### config.mk
export PLATFORM = sky130hd
export DESIGN_NAME = text_console_cursor_control_flat
export DESIGN_NICKNAME = d
export VERILOG_FILES = /design/src/rtl/tcc_pkg.sv /design/src/rtl/tcc_if.sv /design/src/rtl/tcc_front.sv /design/src/rtl/tcc_queue.sv /design/src/rtl/tcc_back.sv /design/src/rtl/text_console_cursor_control.sv /design/src/flat_wrapper.sv
export SDC_FILE = /design/constraint.sdc
export NUM_CORES = 1
export LEC_CHECK = 0
export BUFFER_PORTS_ARGS = -buffer_cell sky130_fd_sc_hd__buf_4
export CELL_PAD_IN_SITES_DETAIL_PLACEMENT = 0
export CELL_PAD_IN_SITES_GLOBAL_PLACEMENT = 1
export CORE_MARGIN = 1.5
export CORE_UTILIZATION = 47
export CTS_BUF_LIST = sky130_fd_sc_hd__clkbuf_16
export DETAILED_ROUTE_END_ITERATION = 8
export PLACE_DENSITY = 0.81
export SETUP_SLACK_MARGIN = 0.2
export SLEW_MARGIN = 20
export SYNTH_ARGS = -nofsm -noshare
export SYNTH_HDL_FRONTEND = slang
export SYNTH_HIERARCHICAL = 1
export SYNTH_SLANG_ARGS = --single-unit
### constraint.sdc
create_clock -name clk_i -period 6.2 [get_ports clk_i]
set_clock_uncertainty 0.2 [all_clocks]
set_input_delay 0.93 -clock clk_i [delete_from_list [all_inputs] [get_ports clk_i]]
set_output_delay 0.93 -clock clk_i [all_outputs]
set_load 0.02 [all_outputs]
### src/rtl/tcc_pkg.sv
// Shared types, codes and helper functions of the text console cursor control.
package tcc_pkg;

  // Grid limits and field widths
  localparam int unsigned MAX_COLS  = 128;
  localparam int unsigned MAX_ROWS  = 64;
  localparam int unsigned COL_W     = 7;
  localparam int unsigned ROW_W     = 6;
  localparam int unsigned COLS_W    = 8;
  localparam int unsigned ROWS_W    = 7;
  localparam int unsigned TAB_STOP  = 8;
  localparam int unsigned VT_STOP   = 6;
  localparam int unsigned VT_CNT_W  = 3;
  localparam int unsigned CFG_IDX_W = 1;
  localparam int unsigned CFG_DAT_W = 8;

  // Register reset values
  localparam logic [COLS_W-1:0] COLS_RESET = 8'd80;
  localparam logic [ROWS_W-1:0] ROWS_RESET = 7'd25;

  // Configuration register indexes
  localparam logic [CFG_IDX_W-1:0] CFG_COLUMN_COUNT = 1'b0;
  localparam logic [CFG_IDX_W-1:0] CFG_ROW_COUNT    = 1'b1;

  // Control character codes
  localparam logic [7:0] CH_BELL  = 8'd7;
  localparam logic [7:0] CH_BS    = 8'd8;
  localparam logic [7:0] CH_HT    = 8'd9;
  localparam logic [7:0] CH_LF    = 8'd10;
  localparam logic [7:0] CH_VT    = 8'd11;
  localparam logic [7:0] CH_FF    = 8'd12;
  localparam logic [7:0] CH_CR    = 8'd13;
  localparam logic [7:0] CH_SPACE = 8'd32;

  // Classified operation passed from front to back
  typedef enum logic [2:0] {
    OP_PRINT,
    OP_BELL,
    OP_BS,
    OP_TAB,
    OP_LF,
    OP_VT,
    OP_FF,
    OP_CR
  } op_e;

  typedef struct packed {
    op_e        op;
    logic [7:0] glyph;
  } cmd_t;

  // Result kinds
  typedef enum logic [1:0] {
    KIND_NONE  = 2'd0,
    KIND_WRITE = 2'd1,
    KIND_CLEAR = 2'd2,
    KIND_BELL  = 2'd3
  } kind_e;

  typedef struct packed {
    logic [1:0]       kind;
    logic [COL_W-1:0] cell_col;
    logic [ROW_W-1:0] cell_row;
    logic [7:0]       glyph;
    logic [COL_W-1:0] cursor_col_out;
    logic [ROW_W-1:0] cursor_row_out;
    logic             last;
  } res_t;

  // Move down one row, wrapping to row 0 at the bottom of the grid
  function automatic logic [ROW_W-1:0] step_row(input logic [ROW_W-1:0]  row,
                                                input logic [ROWS_W-1:0] rows);
    logic [ROW_W-1:0] nxt;
    nxt = row + ROW_W'(1);
    if (({1'b0, nxt} >= rows) || (nxt == '0)) begin
      step_row = '0;
    end else begin
      step_row = nxt;
    end
  endfunction

  // True when the row sits on a vertical tab stop
  function automatic logic on_vt_stop(input logic [ROW_W-1:0] row);
    logic hit;
    hit = 1'b0;
    for (int k = 0; k * VT_STOP < (1 << ROW_W); k++) begin
      if (row == ROW_W'(k * VT_STOP)) hit = 1'b1;
    end
    on_vt_stop = hit;
  endfunction

endpackage

### src/rtl/tcc_if.sv
// Valid/ready channel interfaces for characters, results and configuration writes.
interface tcc_char_if;
  logic       valid;
  logic       ready;
  logic [7:0] char_code;

  modport source (output valid, output char_code, input ready);
  modport sink   (input valid, input char_code, output ready);
endinterface

interface tcc_res_if;
  logic       valid;
  logic       ready;
  logic [1:0] kind;
  logic [6:0] cell_col;
  logic [5:0] cell_row;
  logic [7:0] glyph;
  logic [6:0] cursor_col_out;
  logic [5:0] cursor_row_out;
  logic       last;

  modport source (output valid, output kind, output cell_col, output cell_row, output glyph,
                  output cursor_col_out, output cursor_row_out, output last, input ready);
  modport sink   (input valid, input kind, input cell_col, input cell_row, input glyph,
                  input cursor_col_out, input cursor_row_out, input last, output ready);
endinterface

interface tcc_cfg_if;
  logic       valid;
  logic       ready;
  logic [0:0] index;
  logic [7:0] data;

  modport source (output valid, output index, output data, input ready);
  modport sink   (input valid, input index, input data, output ready);
endinterface

### src/rtl/tcc_front.sv
// Front end: accepts character transfers and classifies them into commands.
module tcc_front (
  tcc_char_if.sink      char_i,
  output logic          push_valid_o,
  output tcc_pkg::cmd_t push_cmd_o,
  input  logic          push_ready_i
);
  import tcc_pkg::*;

  // Pass the handshake through to the queue
  assign push_valid_o = char_i.valid;
  assign char_i.ready = push_ready_i;

  // Classify the character code
  always_comb begin
    push_cmd_o.glyph = char_i.char_code;
    unique case (char_i.char_code)
      CH_BELL: push_cmd_o.op = OP_BELL;
      CH_BS:   push_cmd_o.op = OP_BS;
      CH_HT: begin
        push_cmd_o.op    = OP_TAB;
        push_cmd_o.glyph = CH_SPACE;
      end
      CH_LF:   push_cmd_o.op = OP_LF;
      CH_VT:   push_cmd_o.op = OP_VT;
      CH_FF:   push_cmd_o.op = OP_FF;
      CH_CR:   push_cmd_o.op = OP_CR;
      default: push_cmd_o.op = OP_PRINT;
    endcase
  end

endmodule

### src/rtl/tcc_queue.sv
// Two-entry command queue between the front end and the sequencer.
module tcc_queue (
  input  logic          clk_i,
  input  logic          rst_ni,
  input  logic          push_valid_i,
  input  tcc_pkg::cmd_t push_cmd_i,
  output logic          push_ready_o,
  output logic          pop_valid_o,
  output tcc_pkg::cmd_t pop_cmd_o,
  input  logic          pop_ready_i
);
  import tcc_pkg::*;

  cmd_t       mem_q [2];
  logic       wr_ptr_q, wr_ptr_d;
  logic       rd_ptr_q, rd_ptr_d;
  logic [1:0] count_q, count_d;
  logic       push, pop;

  assign push_ready_o = (count_q != 2'd2);
  assign pop_valid_o  = (count_q != 2'd0);
  assign pop_cmd_o    = mem_q[rd_ptr_q];
  assign push         = push_valid_i && push_ready_o;
  assign pop          = pop_valid_o && pop_ready_i;

  // Advance pointers and fill level
  always_comb begin
    wr_ptr_d = wr_ptr_q ^ push;
    rd_ptr_d = rd_ptr_q ^ pop;
    count_d  = count_q + {1'b0, push} - {1'b0, pop};
  end

  always_ff @(posedge clk_i or negedge rst_ni) begin
    if (!rst_ni) begin
      wr_ptr_q <= 1'b0;
      rd_ptr_q <= 1'b0;
      count_q  <= 2'd0;
    end else begin
      wr_ptr_q <= wr_ptr_d;
      rd_ptr_q <= rd_ptr_d;
      count_q  <= count_d;
    end
  end

  // Store entries
  always_ff @(posedge clk_i) begin
    if (push) begin
      mem_q[wr_ptr_q] <= push_cmd_i;
    end
  end

endmodule

### src/rtl/tcc_back.sv
// Back end: cursor sequencer, configuration registers and result output register.
module tcc_back (
  input  logic          clk_i,
  input  logic          rst_ni,
  input  logic          pop_valid_i,
  input  tcc_pkg::cmd_t pop_cmd_i,
  output logic          pop_ready_o,
  tcc_cfg_if.sink       cfg_i,
  tcc_res_if.source     res_o
);
  import tcc_pkg::*;

  typedef enum logic [3:0] {
    S_IDLE  = 4'b0001,
    S_WRITE = 4'b0010,
    S_LF    = 4'b0100,
    S_VT    = 4'b1000
  } state_e;

  state_e              state_q, state_d;
  logic [COL_W-1:0]    cursor_col_q, cursor_col_d;
  logic [ROW_W-1:0]    cursor_row_q, cursor_row_d;
  logic [7:0]          glyph_q, glyph_d;
  logic                tab_q, tab_d;
  logic [VT_CNT_W-1:0] vt_cnt_q, vt_cnt_d;
  logic [COLS_W-1:0]   cols_q;
  logic [ROWS_W-1:0]   rows_q;
  logic                res_valid_q, res_valid_d;
  res_t                res_q, res_d;
  logic                out_free;
  logic [COLS_W-1:0]   next_col;
  logic [COLS_W-1:0]   bs_col;

  assign out_free    = !res_valid_q || res_o.ready;
  assign next_col    = {1'b0, cursor_col_q} + COLS_W'(1);
  assign bs_col      = {1'b0, cursor_col_q} - COLS_W'(1);
  assign pop_ready_o = (state_q == S_IDLE) && out_free;
  assign cfg_i.ready = 1'b1;

  // Clamp configuration writes into the supported grid
  always_ff @(posedge clk_i or negedge rst_ni) begin
    if (!rst_ni) begin
      cols_q <= COLS_RESET;
      rows_q <= ROWS_RESET;
    end else if (cfg_i.valid) begin
      unique case (cfg_i.index)
        CFG_COLUMN_COUNT: begin
          if (cfg_i.data == '0) cols_q <= COLS_W'(1);
          else if (cfg_i.data > COLS_W'(MAX_COLS)) cols_q <= COLS_W'(MAX_COLS);
          else cols_q <= cfg_i.data;
        end
        CFG_ROW_COUNT: begin
          if (cfg_i.data[ROWS_W-1:0] == '0) rows_q <= ROWS_W'(1);
          else if (cfg_i.data[ROWS_W-1:0] > ROWS_W'(MAX_ROWS)) rows_q <= ROWS_W'(MAX_ROWS);
          else rows_q <= cfg_i.data[ROWS_W-1:0];
        end
        default: ;
      endcase
    end
  end

  // Sequence one command at a time
  always_comb begin
    state_d      = state_q;
    cursor_col_d = cursor_col_q;
    cursor_row_d = cursor_row_q;
    glyph_d      = glyph_q;
    tab_d        = tab_q;
    vt_cnt_d     = vt_cnt_q;
    res_valid_d  = res_valid_q && !res_o.ready;
    res_d        = res_q;

    unique case (state_q)
      S_IDLE: begin
        if (pop_valid_i && out_free) begin
          res_d       = '0;
          res_d.kind  = KIND_NONE;
          res_d.last  = 1'b1;
          unique case (pop_cmd_i.op)
            OP_BELL: begin
              res_valid_d = 1'b1;
              res_d.kind  = KIND_BELL;
            end
            OP_BS: begin
              res_valid_d = 1'b1;
              if (cursor_col_q == '0) cursor_col_d = '0;
              else if (bs_col >= cols_q) cursor_col_d = COL_W'(cols_q - COLS_W'(1));
              else cursor_col_d = bs_col[COL_W-1:0];
              if ({1'b0, cursor_row_q} >= rows_q) begin
                cursor_row_d = ROW_W'(rows_q - ROWS_W'(1));
              end
            end
            OP_LF: begin
              res_valid_d    = 1'b1;
              cursor_col_d   = '0;
              cursor_row_d   = step_row(cursor_row_q, rows_q);
              res_d.kind     = KIND_CLEAR;
              res_d.cell_row = cursor_row_d;
            end
            OP_FF: begin
              res_valid_d  = 1'b1;
              cursor_row_d = step_row(cursor_row_q, rows_q);
            end
            OP_CR: begin
              res_valid_d  = 1'b1;
              cursor_col_d = '0;
            end
            OP_VT: begin
              vt_cnt_d = '0;
              state_d  = S_VT;
            end
            OP_TAB, OP_PRINT: begin
              glyph_d = pop_cmd_i.glyph;
              tab_d   = (pop_cmd_i.op == OP_TAB);
              state_d = S_WRITE;
            end
            default: ;
          endcase
          res_d.cursor_col_out = cursor_col_d;
          res_d.cursor_row_out = cursor_row_d;
        end
      end

      // Write a cell and advance; a wrap hands over to the line feed result
      S_WRITE: begin
        if (out_free) begin
          res_valid_d    = 1'b1;
          res_d          = '0;
          res_d.kind     = KIND_WRITE;
          res_d.cell_col = cursor_col_q;
          res_d.cell_row = cursor_row_q;
          res_d.glyph    = glyph_q;
          if (next_col >= cols_q) begin
            cursor_col_d = '0;
            cursor_row_d = step_row(cursor_row_q, rows_q);
            res_d.last   = 1'b0;
            state_d      = S_LF;
          end else begin
            cursor_col_d = next_col[COL_W-1:0];
            res_d.last   = !tab_q || (next_col[2:0] == '0);
            if (res_d.last) state_d = S_IDLE;
          end
          res_d.cursor_col_out = cursor_col_d;
          res_d.cursor_row_out = cursor_row_d;
        end
      end

      S_LF: begin
        if (out_free) begin
          res_valid_d          = 1'b1;
          res_d                = '0;
          res_d.kind           = KIND_CLEAR;
          res_d.cell_row       = cursor_row_q;
          res_d.cursor_col_out = cursor_col_q;
          res_d.cursor_row_out = cursor_row_q;
          res_d.last           = 1'b1;
          state_d              = S_IDLE;
        end
      end

      // Step one row per cycle until a vertical tab stop, at most VT_STOP steps
      S_VT: begin
        if ((vt_cnt_q < VT_CNT_W'(VT_STOP)) && !on_vt_stop(cursor_row_q)) begin
          cursor_row_d = step_row(cursor_row_q, rows_q);
          vt_cnt_d     = vt_cnt_q + VT_CNT_W'(1);
        end else if (out_free) begin
          res_valid_d          = 1'b1;
          res_d                = '0;
          res_d.kind           = KIND_NONE;
          res_d.cursor_col_out = cursor_col_q;
          res_d.cursor_row_out = cursor_row_q;
          res_d.last           = 1'b1;
          state_d              = S_IDLE;
        end
      end

      default: state_d = S_IDLE;
    endcase
  end

  always_ff @(posedge clk_i or negedge rst_ni) begin
    if (!rst_ni) begin
      state_q      <= S_IDLE;
      cursor_col_q <= '0;
      cursor_row_q <= '0;
      res_valid_q  <= 1'b0;
    end else begin
      state_q      <= state_d;
      cursor_col_q <= cursor_col_d;
      cursor_row_q <= cursor_row_d;
      res_valid_q  <= res_valid_d;
    end
  end

  // Hold payload and command context
  always_ff @(posedge clk_i) begin
    glyph_q  <= glyph_d;
    tab_q    <= tab_d;
    vt_cnt_q <= vt_cnt_d;
    res_q    <= res_d;
  end

  // Drive the result channel from the output register
  assign res_o.valid          = res_valid_q;
  assign res_o.kind           = res_q.kind;
  assign res_o.cell_col       = res_q.cell_col;
  assign res_o.cell_row       = res_q.cell_row;
  assign res_o.glyph          = res_q.glyph;
  assign res_o.cursor_col_out = res_q.cursor_col_out;
  assign res_o.cursor_row_out = res_q.cursor_row_out;
  assign res_o.last           = res_q.last;

endmodule

### src/rtl/text_console_cursor_control.sv
// Top level of the text console cursor control: front end, command queue, sequencer.
// Bell, backspace, line feed, form feed and carriage return give their result through the queue
// entry and the output register; printable codes and tabs also pass the write state, and a
// vertical tab steps its rows first. The sequencer takes those five codes back to back while the
// output is free; a printable code or tab holds it for each result, a vertical tab for its row steps.
// Reset clears the cursor, the queue and the output register; sizes return to 80 x 25.
module text_console_cursor_control (
  input  logic      clk_i,
  input  logic      rst_ni,
  tcc_char_if.sink  char_i,
  tcc_cfg_if.sink   cfg_i,
  tcc_res_if.source res_o
);
  import tcc_pkg::*;

  logic push_valid, push_ready;
  cmd_t push_cmd;
  logic pop_valid, pop_ready;
  cmd_t pop_cmd;

  // Accept and classify characters
  tcc_front u_front (
    .char_i       (char_i),
    .push_valid_o (push_valid),
    .push_cmd_o   (push_cmd),
    .push_ready_i (push_ready)
  );

  // Decouple front and back
  tcc_queue u_queue (
    .clk_i        (clk_i),
    .rst_ni       (rst_ni),
    .push_valid_i (push_valid),
    .push_cmd_i   (push_cmd),
    .push_ready_o (push_ready),
    .pop_valid_o  (pop_valid),
    .pop_cmd_o    (pop_cmd),
    .pop_ready_i  (pop_ready)
  );

  // Carry out commands and emit results
  tcc_back u_back (
    .clk_i       (clk_i),
    .rst_ni      (rst_ni),
    .pop_valid_i (pop_valid),
    .pop_cmd_i   (pop_cmd),
    .pop_ready_o (pop_ready),
    .cfg_i       (cfg_i),
    .res_o       (res_o)
  );

endmodule

### src/flat_wrapper.sv
// flat-port wrapper written by rule: the top's interface ports become plain ports
module text_console_cursor_control_flat import tcc_pkg::*;
  (clk_i, rst_ni, char_i_valid, char_i_char_code, char_i_ready, cfg_i_valid, cfg_i_index, cfg_i_data, cfg_i_ready, res_o_valid, res_o_kind, res_o_cell_col, res_o_cell_row, res_o_glyph, res_o_cursor_col_out, res_o_cursor_row_out, res_o_last, res_o_ready);
  tcc_char_if char_i_i ();
  tcc_cfg_if cfg_i_i ();
  tcc_res_if res_o_i ();
  input  logic clk_i;
  input  logic rst_ni;
  input wire logic [$bits(char_i_i.valid)-1:0] char_i_valid;
  input wire logic [$bits(char_i_i.char_code)-1:0] char_i_char_code;
  output wire logic [$bits(char_i_i.ready)-1:0] char_i_ready;
  input wire logic [$bits(cfg_i_i.valid)-1:0] cfg_i_valid;
  input wire logic [$bits(cfg_i_i.index)-1:0] cfg_i_index;
  input wire logic [$bits(cfg_i_i.data)-1:0] cfg_i_data;
  output wire logic [$bits(cfg_i_i.ready)-1:0] cfg_i_ready;
  output wire logic [$bits(res_o_i.valid)-1:0] res_o_valid;
  output wire logic [$bits(res_o_i.kind)-1:0] res_o_kind;
  output wire logic [$bits(res_o_i.cell_col)-1:0] res_o_cell_col;
  output wire logic [$bits(res_o_i.cell_row)-1:0] res_o_cell_row;
  output wire logic [$bits(res_o_i.glyph)-1:0] res_o_glyph;
  output wire logic [$bits(res_o_i.cursor_col_out)-1:0] res_o_cursor_col_out;
  output wire logic [$bits(res_o_i.cursor_row_out)-1:0] res_o_cursor_row_out;
  output wire logic [$bits(res_o_i.last)-1:0] res_o_last;
  input wire logic [$bits(res_o_i.ready)-1:0] res_o_ready;
  assign char_i_i.valid = char_i_valid;
  assign char_i_i.char_code = char_i_char_code;
  assign char_i_ready = char_i_i.ready;
  assign cfg_i_i.valid = cfg_i_valid;
  assign cfg_i_i.index = cfg_i_index;
  assign cfg_i_i.data = cfg_i_data;
  assign cfg_i_ready = cfg_i_i.ready;
  assign res_o_valid = res_o_i.valid;
  assign res_o_kind = res_o_i.kind;
  assign res_o_cell_col = res_o_i.cell_col;
  assign res_o_cell_row = res_o_i.cell_row;
  assign res_o_glyph = res_o_i.glyph;
  assign res_o_cursor_col_out = res_o_i.cursor_col_out;
  assign res_o_cursor_row_out = res_o_i.cursor_row_out;
  assign res_o_last = res_o_i.last;
  assign res_o_i.ready = res_o_ready;
  text_console_cursor_control u_core (.clk_i(clk_i), .rst_ni(rst_ni), .char_i(char_i_i), .cfg_i(cfg_i_i), .res_o(res_o_i));
endmodule
# Word level (Yosys, flattened, before mapping)
# Memory sizes are Yosys's and may differ from the RTL's.
# Index checks and enable logic that the tools add are counted.
[word_totals]
register_bits = 86
ram_bits = 22
input_bits = 22
output_inout_bits = 40
wordCells = 175
mem_count = 1
[classes]
n_addsub = 8
n_lt_le_gt_ge = 7
n_eq_ne = 38
n_mux = 61
bitwise = 3
n_reduce_logical = 38
[mem_list]
columns = ["memory", "depth", "word_bits", "read_ports", "rd_ports_with_merged_regs", "wr", "line", "rtl"]
rows = [
  ["u_core.u_queue.mem_q", 2, 11, 1, 0, 1, "tcc_queue.sv:14", "cmd_t mem_q [2];"],
]
[ops]
columns = ["operator", "count"]
rows = [
  ["$mux W37", 5],
  ["$pmux W37 S4", 1],
  ["$mux W7", 7],
  ["$eq A8 B4 Y1 const B", 6],
  ["$mux W6", 7],
  ["$eq A6 B6 Y1 const B", 5],
  ["$pmux W7 S2", 2],
  ["$mux W4", 6],
  ["$mux W8", 3],
  ["$pmux W3 S7", 1],
  ["$mux W1", 19],
  ["$eq A6 B5 Y1 const B", 3],
  ["$pmux W6 S3", 1],
  ["$ge A8 B8 Y1", 2],
  ["$pmux W4 S4", 1],
  ["$ge A6 B7 Y1", 2],
  ["$logic_not A7 Y1", 2],
  ["$eq A3 B3 Y1 const B", 4],
  ["$logic_not A6 Y1", 2],
  ["$ne A2 B2 Y1 const B", 6],
  ["$pmux W6 S2", 1],
  ["$mux W3", 3],
  ["$add A7 B1 Y8 const B", 1],
  ["$eq A8 B3 Y1 const B", 1],
  ["other kinds (42)", 64],
]

# Depth between registers and ports, before layout
[depth]
ltp_word = 17
depth_mapped = 12
ltp_nobuf = 11

# Cells and area by module
# Netlist, hierarchy kept.
[by_module_without_submodules]
columns = ["mod", "instances", "cells_each", "area_each_um2", "seq_area_each_um2"]
rows = [
  ["tcc_back", 1, 553, 5411.4, 2304.7],
  ["tcc_queue", 1, 57, 1018.5, 760.7],
  ["tcc_front", 1, 20, 142.6, 0.0],
]

# Least setup slack after synthesis
# Ideal clock, no wire load.
[synth_timing]
path_kind = "reg-to-reg"
from = "reg u_core.u_back.cursor_row_q[0]"
to = "reg u_core.u_back.res_q, in the netlist u_core/u_back/res_o.cell_col[0] (enable)"
setup_time_ns = 0.487
arrival_ns = 4.437
required_time_ns = 5.513
slack_ns = 1.076
path_stages_with_launch = 9
n_path_buf = 1
period_less_slack_ns = 5.124
cell_sequence = "dfrtp_1 -> clkbuf_1 -> inv_1 -> ha_1 -> mux2i_1 -> a211oi_1 -> o22ai_1 -> o21a_1 -> a211oi_1"
[synth_via]
elab_chain_cells = 17
word_cells_on_any_way = 27
classes_between = "eq/ne (11); mux (12); reduce/logical (4)"
[synth_lines]
columns = ["element", "line", "rtl"]
rows = [
  ["from (decl)", "tcc_back.sv:22", "logic [ROW_W-1:0] cursor_row_q, cursor_row_d;"],
  ["from (signal assigned)", "tcc_back.sv:190", "cursor_row_q <= cursor_row_d;"],
  ["$logic_not A6 Y1", "tcc_pkg.sv:87", "if (row == ROW_W'(k * VT_STOP)) hit = 1'b1;"],
  ["$mux W1 (10 in a row)", "tcc_pkg.sv:87", ""],
  ["$mux W1 *", "tcc_pkg.sv:87", ""],
  ["$mux W1 *", "tcc_back.sv:73", "unique case (state_q)"],
  ["$logic_not A1 Y1 *", "tcc_back.sv:163", "if ((vt_cnt_q < VT_CNT_W'(VT_STOP)) && !on_vt_stop(cursor_row_q)) begin"],
  ["$logic_and A1 B1 Y1 *", "tcc_back.sv:163", ""],
  ["$ne A2 B2 Y1 (no line) *", "n/a", ""],
  ["$reduce_and A6 Y1 (no line) *", "n/a", ""],
  ["to (signal assigned)", "tcc_back.sv:200", "res_q <= res_d;"],
  ["to (decl)", "tcc_back.sv:29", "res_t res_q, res_d;"],
]
# Mark *: on every way between the ends. The rest lies on a longest branch, timed or not. The select of a mux whose other input is x is not followed.
# A chain may end at the register's enable or synchronous reset.

# Final worst setup path
[layout_timing]
from = "reg u_core.u_back.cursor_col_q[0]"
to = "reg u_core.u_back.cursor_col_q[3]"
[layout_via]
elab_chain_cells = 7
word_cells_on_any_way = 12
classes_between = "add/sub (2); order compare (2); mux (7); reduce/logical (1)"
[layout_lines]
columns = ["element", "line", "rtl"]
rows = [
  ["from (decl)", "tcc_back.sv:21", "logic [COL_W-1:0] cursor_col_q, cursor_col_d;"],
  ["from (signal assigned)", "tcc_back.sv:189", "cursor_col_q <= cursor_col_d;"],
  ["$sub A7 B1 Y8", "tcc_back.sv:36", "assign bs_col = {1'b0, cursor_col_q} - COLS_W'(1);"],
  ["$ge A8 B8 Y1", "tcc_back.sv:87", "else if (bs_col >= cols_q) cursor_col_d = COL_W'(cols_q - COLS_W'(1));"],
  ["$mux W7", "tcc_back.sv:87", ""],
  ["$mux W7", "tcc_back.sv:86", "if (cursor_col_q == '0) cursor_col_d = '0;"],
  ["$pmux W7 S2", "tcc_back.sv:79", "unique case (pop_cmd_i.op)"],
  ["$mux W7", "tcc_back.sv:75", "if (pop_valid_i && out_free) begin"],
  ["$pmux W7 S2 *", "tcc_back.sv:73", ""],
]
# Marked as above.

==> metrics.md <==
| Metric | Value |
|---|---|
| ANT cells | `0` |
| Post-DR vias/cell | `6.04` |
| Num CTS Buffers | `9` |
| Final period utilization | `61.2%` |
| WL per Instance | `19.5 um` |
| Terminus of the critical flop-to-flop path | `u_core/u_back/cursor_col_q[3]$_DFFE_PN0P_` |
| Final hold violations | `0` |
| Warnings from Yosys | `6` |
| Origin of the critical flop-to-flop path | `u_core/u_back/cursor_col_q[0]$_DFFE_PN0P_` |
| Crit. End Element | `flip-flop` |
| Sum of negative setup slack | `0 ns` |
| Final critical-path required period | `3.79 ns` |
| Clock Tree Root | `clkbuf_16` |
| DRT Pass-1 Iters | `5` |
| Top Ports | `62` |
| Chip width | `121 um` |
| Total congestion overflow | `0` |
| Post-synthesis simple-gate area fraction | `15.6%` |
| Clock Path Buffers | `2` |
| Initial antenna violation count | `0` |
| WP data required | `6.27 ns` |
| CTS sink cnt | `108` |
| Core Util, Final | `53.8%` |
| Worst Max-Slew Pin Slew | `1.13 ns` |
| Layout cells sized above 1 | `16.6%` |
| MaxCap Viol Count | `0` |
| Max IR drop VDD | `0.228 mV` |
| Max-slew headroom | `23.5%` |
| Fin. max-slew vios | `0` |
| DRC errors left | `0` |
| Post-synthesis average cell area | `10.4 sq um` |
| Largest delay share family, worst path | `compound AO/OA/AOI/OAI gates` |
| Core area | `13,800 sq um` |
| Setup violators final | `0` |
| F_max | `0.264 GHz` |
| Area Overhead vs Synth | `12.7%` |
| HP Class | `flip-flop to flip-flop` |
| Die area | `14,700 sq um` |
| ANT nets after route | `0` |
| CP Cell Sequence | `ha_1 -> nand3_1 -> nor2_1 -> xnor2_1 -> ha_1 -> a21o_1 -> a221oi_1 -> o211ai_2 -> nor3_2 -> a22oi_1 -> o31ai_1` |
| Largest family of logic cells by synthesized area | `compound AO/OA/AOI/OAI gates` |
| Critical path class | `flip-flop to flip-flop` |
| Yosys reg bits | `108` |
| PortBufs | `60` |
| Critical Path Most Common Cell | `ha_1` |
| Die Ht | `121 um` |
| Syn Inst Count | `630` |
| Max incr delay on CP | `0.60 ns` |
| Critical Path Start | `u_core/u_back/cursor_col_q[0]$_DFFE_PN0P_` |
| Post-synth top flop | `edfxtp_1` |
| Post-synthesis sequential area ratio | `46.6%` |
| Iter 0 DRT Violations | `464` |
| Max FO, Critical Path | `9` |
| CP Buf/Inv Count | `0` |
| Async SR Flop Fraction | `34.3%` |
| Worst r2r path cells | `11` |
| Leak pwr | `2.89 nW` |
| # nets final | `729` |
| Pwr Density | `568 nW/um^2` |
| Setup bufs post-CTS | `0` |
| Synth Area in Adders | `7.42%` |
| Vias in the first global route | `5,044` |
| Clock slew at reported path FFs | `0.08 ns` |
| CTS tree | `yes` |
| Pin count of the biggest net entering global routing | `38` |
| First-pass GRT wire length | `26,500 um` |
| Rows | `43` |
| Synth Area in XOR/XNOR | `4.13%` |
| Library cells used by synthesis | `80` |
| Starting Density | `47.7%` |
| Post-synthesis mux area share | `2.53%` |
| Complex-gate fraction of the synthesized area | `19.0%` |
| Synthesized Nets | `691` |
| Post-synth EDFFs | `71` |
| Gpl congestion | `0.918` |
| FF-to-FF setup slack | `2.41 ns` |
| Slowest cell on crit path | `nor3_2` |
| Htree depth | `3` |
| Dpl hpwl | `12,500 um` |
| Levels on crit path | `11` |
| WL final | `16,600 um` |
| Cell Area, Synth | `6570 sq um` |
| Vias | `5,156` |
| Worst skew pair latency | `0.36 ns` |
| Status | `finished clean` |
| CP startpoint kind | `flip-flop` |
| Unrepaired setup endpoints after global routing | `no` |
| Total GRT Usage | `23.8%` |
| Worst Path Arrival | `3.86 ns` |
| Post-CTS sizing | `0` |
| CTS Hold Bufs | `0` |
| End of the critical path | `u_core/u_back/cursor_col_q[3]$_DFFE_PN0P_` |
-- state kept, by name (all words and copies together) (netlist names), 2 cells and up --
signal and flops:
u_core/u_back/cols_q 8, u_core/u_back/cursor_col_q 7, u_core/u_back/cursor_row_q 6, u_core/u_back/glyph_q 8, u_core/u_back/res_o.cell_col 7, u_core/u_back/res_o.cell_row 6
u_core/u_back/res_o.cursor_col_out 7, u_core/u_back/res_o.cursor_row_out 6, u_core/u_back/res_o.glyph 8, u_core/u_back/res_o.kind 2, u_core/u_back/rows_q 7, u_core/u_back/state_q 4
u_core/u_back/vt_cnt_q 3, u_core/u_queue/count_q 2, u_core/u_queue/mem_q 22
-- synthesized netlist by cell type (7+ instances only) --
cell type | instances | area [sq um]
o21ai_0 | 29 | 145
clkbuf_1 | 24 | 90.1
o211ai_1 | 8 | 60.1
nand2b_1 | 17 | 106
inv_1 | 36 | 135
and3_1 | 7 | 43.8
o21ai_1 | 8 | 40.0
o31ai_1 | 18 | 135
nor2_1 | 30 | 113
a22oi_1 | 11 | 82.6
mux2_2 | 13 | 146
nand2_1 | 42 | 158
dfrtp_1 | 31 | 776
nand3_1 | 16 | 80.1
ha_1 | 39 | 488
a21o_1 | 7 | 52.6
edfxtp_1 | 71 | 2130
nor3_1 | 20 | 100
xnor2_1 | 23 | 201
xor2_1 | 8 | 70.1
buf_2 | 7 | 35.0
and2_1 | 15 | 93.8
a21oi_1 | 29 | 145
-- report_power, final --
group | internal [W] | switching (W) | total (W)
Sequential | 0.00112 | 0.000236 | 0.00136
Clock | 0.000283 | 0.000284 | 0.000567
Combinational | 0.000857 | 0.00143 | 0.00228
Total | 0.00226 | 0.00195 | 0.00421
-- cells in the final DEF (no fill, tap or decap), types with 4 or more instances in the layout --
cell type | netlist | final
nor2_1 | 30 | 30
mux2_2 | 13 | 13
xnor2_1 | 23 | 23
a221oi_1 | 4 | 4
nand2_1 | 42 | 42
a211oi_1 | 6 | 5
and3_1 | 7 | 7
ha_1 | 39 | 39
o211ai_1 | 8 | 8
xor2_1 | 8 | 8
nor4_1 | 4 | 4
a31oi_1 | 4 | 4
nor2b_1 | 6 | 6
nand4_1 | 5 | 5
clkbuf_16 | 0 | 9
buf_4 | 3 | 63
o21a_1 | 6 | 6
dfstp_2 | 6 | 6
and2_1 | 15 | 15
edfxtp_1 | 71 | 71
o21ai_1 | 8 | 8
a21boi_0 | 5 | 5
a22oi_1 | 11 | 11
a21oi_1 | 29 | 29
nand2b_1 | 17 | 17
nor3_1 | 20 | 20
o21bai_1 | 4 | 4
inv_1 | 36 | 36
dfrtp_1 | 31 | 31
a21o_1 | 7 | 7
o221ai_1 | 4 | 4
o31ai_1 | 18 | 18
a22o_1 | 4 | 4
nand3_1 | 16 | 16
o21ai_0 | 29 | 29
-- per-layer routing --
metal  track usage (%)  wire, um  up-vias
met5                 0         0        -
met2              39.0      8110      201
met3              4.09       866       40
met1              30.5      7050     2486
met4              11.5       619        0
li1                  -         -     2429
-- cells by family after synthesis --
logic type                 count (synthesis)
xor gates and xnor gates                  31
and+or+nand+nor                          186
muxes                                     15
other                                      1
DFF                                      108
AOI/OAI and AO/OA                        178
buffers and inverters                     72
adders and majority gates                 39
-- stage by stage --
step	instance area (sq um)	setup slack [ns]	power (W)	hold slack, ns	cells
after floorplan	6570	1.08	0.00293	0.257	630
after global placement	7120	2.58	0.00359	0.273	837
after detailed placement	7120	2.45	0.00363	0.281	837
after CTS	7410	2.43	0.00421	0.292	853
after global routing	7410	2.07	0.00451	0.308	853
final	7410	2.41	0.00421	0.288	853
-- worst min-delay path, stage by stage, from the launching register on --
cell	delay (ns)
dfstp_2	0.37
nand2_1	0.05
o21ai_0	0.07
-- worst min-delay path by stage --
stage,startpoint,endpoint,slack (ns),cells after the start
3_5_place_dp,u_core/u_back/cols_q[6]$_DFFE_PN1P_,u_core/u_back/cols_q[6]$_DFFE_PN1P_,0.28,2
3_3_place_gp,u_core/u_back/rows_q[3]$_DFFE_PN1P_,u_core/u_back/rows_q[3]$_DFFE_PN1P_,0.27,2
6_report,u_core/u_back/cols_q[6]$_DFFE_PN1P_,u_core/u_back/cols_q[6]$_DFFE_PN1P_,0.29,2
5_1_grt,u_core/u_back/cols_q[6]$_DFFE_PN1P_,u_core/u_back/cols_q[6]$_DFFE_PN1P_,0.31,2
2_1_floorplan,u_core/u_back/cols_q[6]$_DFFE_PN1P_,u_core/u_back/cols_q[6]$_DFFE_PN1P_,0.26,2
4_1_cts,u_core/u_back/cols_q[6]$_DFFE_PN1P_,u_core/u_back/cols_q[6]$_DFFE_PN1P_,0.29,2
-- cell type report --
cell class / instances / area [sq um]
fillers: 1284 / 6360
multi-input cells: 450 / 3220
flip-flops and latches: 108 / 3070
repair buffers: 63 / 473
clock buffers: 9 / 225
well taps: 180 / 225
inverters: 36 / 135
clock inverters: 7 / 62.6
No activity file was read; power rests on OpenSTA's default activity.
